`src/hdl/twcd_pkg.sv`:
```
`timescale 1ns / 1ps
// ----------------------------------------------------------------------------
// twcd_pkg
// Shared types and constants for the textured wall column drawer.
// ----------------------------------------------------------------------------
package twcd_pkg;

  localparam int TEX_SIZE_DEF      = 64;
  localparam int SCREEN_HEIGHT_DEF = 480;
  localparam int TEXTURE_COUNT_DEF = 6;

  localparam int COLOR_W = 24;
  localparam int ROW_W   = 12;
  localparam int ADDR_W  = 15;
  localparam int FRAC_W  = 16;
  localparam int POS_W   = 48;
  localparam int OFF_W   = 18;
  localparam int CHOICE_W = 3;

  localparam logic [COLOR_W-1:0] HALF_MASK = 24'h7F7F7F;

  typedef enum logic [1:0] {
    ACT_LOAD  = 2'd0,
    ACT_START = 2'd1,
    ACT_DRAW  = 2'd2,
    ACT_NONE  = 2'd3
  } action_t;

  typedef enum logic [1:0] {
    HIT_WALL = 2'd0,
    HIT_DOOR = 2'd1,
    HIT_OPEN = 2'd2
  } hit_kind_t;

  typedef enum logic [CHOICE_W-1:0] {
    TEX_NORTH     = 3'd0,
    TEX_SOUTH     = 3'd1,
    TEX_WEST      = 3'd2,
    TEX_EAST      = 3'd3,
    TEX_DOOR      = 3'd4,
    TEX_DOOR_OPEN = 3'd5
  } tex_id_t;

  typedef enum logic {
    ALU_ADD = 1'b0,
    ALU_SUB = 1'b1
  } alu_op_t;

  typedef enum logic [2:0] {
    ST_IDLE,
    ST_DIV,
    ST_MUL,
    ST_FETCH,
    ST_EMIT
  } state_t;

endpackage

```
`src/hdl/twcd_alu.sv`:
```
`timescale 1ns / 1ps
// ----------------------------------------------------------------------------
// twcd_alu
// Shared adder/subtractor used for division, multiplication and stepping.
// ----------------------------------------------------------------------------
module twcd_alu #(
  parameter int W = twcd_pkg::POS_W
) (
  input  twcd_pkg::alu_op_t op,
  input  logic [W-1:0]      a,
  input  logic [W-1:0]      b,
  output logic [W-1:0]      y
);

  always_comb begin
    case (op)
      twcd_pkg::ALU_SUB: y = a + ~b + W'(1);
      default:           y = a + b;
    endcase
  end

endmodule

```
`config.mk`:
```
export PLATFORM = sky130hd
export DESIGN_NAME = twcd_alu
export DESIGN_NICKNAME = d
export VERILOG_FILES = /design/src/hdl/twcd_pkg.sv /design/src/hdl/twcd_alu.sv
export SDC_FILE = /design/constraint.sdc
export NUM_CORES = 1
export LEC_CHECK = 0
export ABC_AREA = 1
export CORE_MARGIN = 5
export CORE_UTILIZATION = 30
export DETAILED_ROUTE_END_ITERATION = 10
export DONT_BUFFER_PORTS = 1
export PLACE_DENSITY = 0.53
export SLEW_MARGIN = 20
export SYNTH_ARGS = -nofsm -noshare
export SYNTH_HDL_FRONTEND = slang
export SYNTH_SLANG_ARGS = --single-unit
```
`constraint.sdc`:
```
create_clock -name vclk -period 4.6
set_input_delay 1.38 -clock vclk [all_inputs]
set_output_delay 1.38 -clock vclk [all_outputs]
set_load 0.1 [all_outputs]
```
After elaboration in Yosys (flattened, before gate mapping)
Index checks and enable logic that the tools add are counted.

Add/subtract/negate cells: 3. Multiplexer cells: 1. Bitwise operators: 1.

Operators by type and width (number): adder 48 bit (2); adder 48 x 1 -> 48 bit, second input constant (1); 2-to-1 mux 48 bit (1); NOT 48 bit (1).

Register bits: 0. Logic and storage cells: 5.

Depth between registers and ports, before layout
Depth after elaboration: 4. Mapped depth: 18. Gate-level depth less buffers: 17.

Worst setup path before layout
Ideal clock, no wire load.

Kind: input to output. Start: input port a[0]. End: output port y[14]. Arrival: 4.229 ns. Data required time: 3.220 ns. Slack: -1.009 ns. Stages on the path: 11. Buffers on the path: 0. Cell sequence: inv_1 -> ha_1 -> inv_1 -> fa_1 -> nand3_1 -> nand3_1 -> nand2_1 -> a21oi_1 -> a22oi_1 -> o21ai_0 -> xor2_1.

Cells in the longest elaborated chain, start to end: 3. Elaborated cells between the ends (all ways): 4. Classes of those cells: add/sub (3); mux (1).

Ends and longest elaborated chain: start: declaration (line twcd_alu.sv:10) `input logic [W-1:0] a,`; adder 48 bit (line twcd_alu.sv:17) `twcd_pkg::ALU_SUB: y = a + ~b + W'(1);`; adder 48 x 1 -> 48 bit (line twcd_alu.sv:17); 2-to-1 mux 48 bit * (line twcd_alu.sv:16) `case (op)`; end: declaration (line twcd_alu.sv:12) `output logic [W-1:0] y`.

Mark *: on every way between the ends. The rest lies on a longest branch, timed or not.

Worst setup path in the final report
Ends and elaborated chain as after synthesis.

==> run_results.csv <==
group,metric,value,unit
die,die_area,0.03434,mm2
pwr,pwr-share-seq,0,
finish,ff_latch_area,0,um2
routing,drt_iter0_drc,824,
setup_path,start_kind,"input pin",
timing,setup_viol,0,
timing,slew_headroom,0.6515,
clock_network,ctsHoldBuffers,0,
place,portBuffers,0,
yosys,ys_seq_area_frac,0,
die,die_w,185.3,um
yosys,syn_nets,2211,
timing,grt_setup_unrepaired,"yes",
setup_path,crit_path_end_kind,"output port",
yosys,syn_inst,2018,
worst_hold_path,hold_path_class,"in -> out",
finish,antenna_cells,0,
timing,slew_violations,0,
grt,grt_pass1_vias,12110,
pwr,peakVddDrop,0.2177,mV
timing,whs,3.012,ns
finish,drive_gt1_frac,0.3688,
pwr,power_frac_comb,1.000,
grt,antenna_found_initial,0,
place,hpwl,38600,um
timing,min_period,4.597,ns
die,num_rows,64,
setup_path,endpoint,"y[14]",
pwr,p_sw_frac,0.6274,
setup_path,crit_start,"a[0]",
setup_path,crit_family,"adder cells",
place,place_area,0.01260,mm2
timing,max_freq,0.2175,GHz
pwr,leakage,0.008589,uW
routing,wl_per_cell,16.74,um
routing,drtAntennaViolNets,0,
routing,drt-pass1-iter-count,5,
finish,area_growth_syn_to_layout,64.38,%
yosys,avgSynthCellArea,4.569,um2
setup_path,crit_chain,"clkinv_8 > ha_4 > inv_4 > fa_2 > nand3_2 > nand3_4 > nand2_4 > a21oi_2 > a22oi_1 > o21ai_1 > buf_4 > xor2_4 > buf_12",
yosys,yosysUniqueCellTypes,31,
pwr,switchingPower,1857,uW
place,dp_slack,-0.2839,ns
setup_path,cp.arrival,3.22,ns
grt,grt_max_degree,58,
timing,hold_viol,0,
routing,drc,0,
finish,nets,2481,
finish,design_area,0.01516,mm2
routing,viasPerCell,4.705,
die,ios,145,
pwr,clkPwrFrac,0,
timing,fin_crit_sh,0.9993,
timing,layout_setup_ws,0.003195,ns
setup_path,crit_type,"in -> out",
finish,seq_cells,0,
setup_path,cp.depth,13,
routing,totalWireLength,44900,um
flow_run,maxCapViolations,0,
die,die_h,185.3,um
grt,grt_overflow,0,
pwr,power.density,195.3,mW/mm2
run_status,outcome,"finished, final reports clean",
setup_path,cp_slowest_stage_delay,0.39,ns
yosys,netlist_area,0.009220,mm2
setup_path,cp_max_fo,6,
grt,grt_pass1_wl,65030,um
timing,worst_slew_pin_slew,0.5173,ns
setup_path,required,3.22,ns
pwr,p_int,1103,uW
die,coreArea,0.03043,mm2
place,gp_congestion,0.9916,
routing,num_vias,12620,
finish,clkbuf_count,0,
setup_path,cp_num_buf_inv,4,
yosys,ys_warn_count,0,
setup_path,crit_slowest_cell,"fa_2",
die,start_util,0.3030,
grt,grt_util_all_layers,0.2447,
## cells in the mapped netlist
| cell type | count | area, um2 |
|---|---|---|
| nand3_1 | 94 | 470.5 |
| nand3_2 | 1 | 10.01 |
| inv_2 | 6 | 22.52 |
| a31oi_1 | 1 | 6.260 |
| nor2_2 | 13 | 81.33 |
| nor3_1 | 13 | 65.06 |
| a21boi_0 | 1 | 7.510 |
| buf_2 | 37 | 185.2 |
| o21ai_2 | 1 | 8.760 |
| nor2_1 | 168 | 630.6 |
| a22oi_1 | 3 | 22.52 |
| o22ai_1 | 2 | 12.51 |
| and3_1 | 1 | 6.260 |
| buf_4 | 1 | 7.510 |
| clkbuf_2 | 2 | 10.01 |
| o211ai_2 | 1 | 12.51 |
| nand3b_1 | 1 | 7.510 |
| a21o_1 | 3 | 22.52 |
| o21bai_1 | 7 | 52.55 |
| a21oi_1 | 62 | 310.3 |
| clkbuf_1 | 5 | 18.77 |
| nor2_4 | 1 | 11.26 |
| fa_1 | 2 | 40.04 |
| nor3_2 | 5 | 50.05 |
| nand2_1 | 891 | 3344 |
| ha_1 | 94 | 1176 |
| inv_1 | 490 | 1839 |
| nand4_1 | 35 | 219.0 |
| and2_1 | 9 | 56.30 |
| xor2_1 | 46 | 402.9 |
| o21ai_0 | 22 | 110.1 |
## routing by layer
layer | GRT usage | share of wire | vias to the layer above
li1 | - | - | 6418
met5 | 0 | 0 | -
met4 | 0.04404 | 0.026 | 0
met3 | 0.01984 | 0.051 | 58
met1 | 0.3320 | 0.45 | 5793
met2 | 0.4280 | 0.47 | 351
## area by class of cell
type | instances | area [um2]
Fill cell | 3264 | 15270
Inverter | 496 | 1887
Multi-Input combinational cell | 1477 | 9642
Tap cell | 396 | 495.5
Timing Repair Buffer | 313 | 3132
## metrics by stage
stage          power, uW  utilization  cells  setup TNS [ns]
2_1_floorplan       1560            -   2018         -0.6408
3_3_place_gp        2567       0.4140   2656          -7.610
3_5_place_dp        2566       0.4140   2656          -7.473
4_1_cts             2709       0.4454   2663         -0.1007
5_1_grt             3133       0.4981   2682          -1.450
6_report            2961       0.4981   2682               0
## worst min-delay path by stage
stage | from | end | slack [ns] | cells after the start
2_1_floorplan | b[0] | y[0] | 3.21 | 2
3_3_place_gp | op | y[1] | 3.02 | 2
3_5_place_dp | op | y[1] | 3.02 | 2
4_1_cts | op | y[1] | 3.02 | 2
5_1_grt | op | y[1] | 3.02 | 2
6_report | op | y[1] | 3.01 | 2
## cell families (layout without fill, tap and decap cells)
kind of cell | count (synthesis) | in the layout | share of synthesized area
compound gates | 103 | 103 | 0.06134
xor+xnor | 46 | 46 | 0.04370
buf+inv | 541 | 809 | 0.2259
fa+ha+maj | 96 | 96 | 0.1319
simple gates | 1232 | 1232 | 0.5371
## power by group through the flow
stage / combinational [uW] / clock [uW] / sequential (uW)
2_1_floorplan: 1560 / 0 / 0
3_3_place_gp: 2570 / 0 / 0
3_5_place_dp: 2570 / 0 / 0
4_1_cts: 2710 / 0 / 0
5_1_grt: 3130 / 0 / 0
6_report: 2960 / 0 / 0
## cell usage in the layout, fill, tap and decap left out, types with 4 or more instances in the layout
cell / netlist / layout
buf_6: 0 / 27
and2_1: 9 / 7
nand3_4: 0 / 8
o21ai_2: 1 / 4
o21ai_0: 22 / 13
inv_1: 490 / 447
a21oi_1: 62 / 36
nand4_1: 35 / 35
nand3_2: 1 / 22
nand2_4: 0 / 33
buf_8: 0 / 4
xor2_1: 46 / 33
o21ai_1: 0 / 5
inv_2: 6 / 44
nand2_2: 0 / 180
a21oi_2: 0 / 22
nor2_1: 168 / 57
ha_4: 0 / 41
a21oi_4: 0 / 4
xor2_4: 0 / 11
nor2_4: 1 / 62
nor3_2: 5 / 13
nor2_2: 13 / 63
buf_12: 0 / 52
nor3_4: 0 / 4
buf_4: 1 / 230
o21bai_1: 7 / 5
nand2_1: 891 / 677
nand3_1: 94 / 65
ha_1: 94 / 50
## repair_timing
item / in CTS / in global routing
pin swaps: 23 / 144
setup endpoints to repair: 42 / 43
buffers inserted: 7 / 20
resized for setup: 214 / 415
endpoints found under the hold margin: 0 / 0
(Power assumes the default switching activity.)
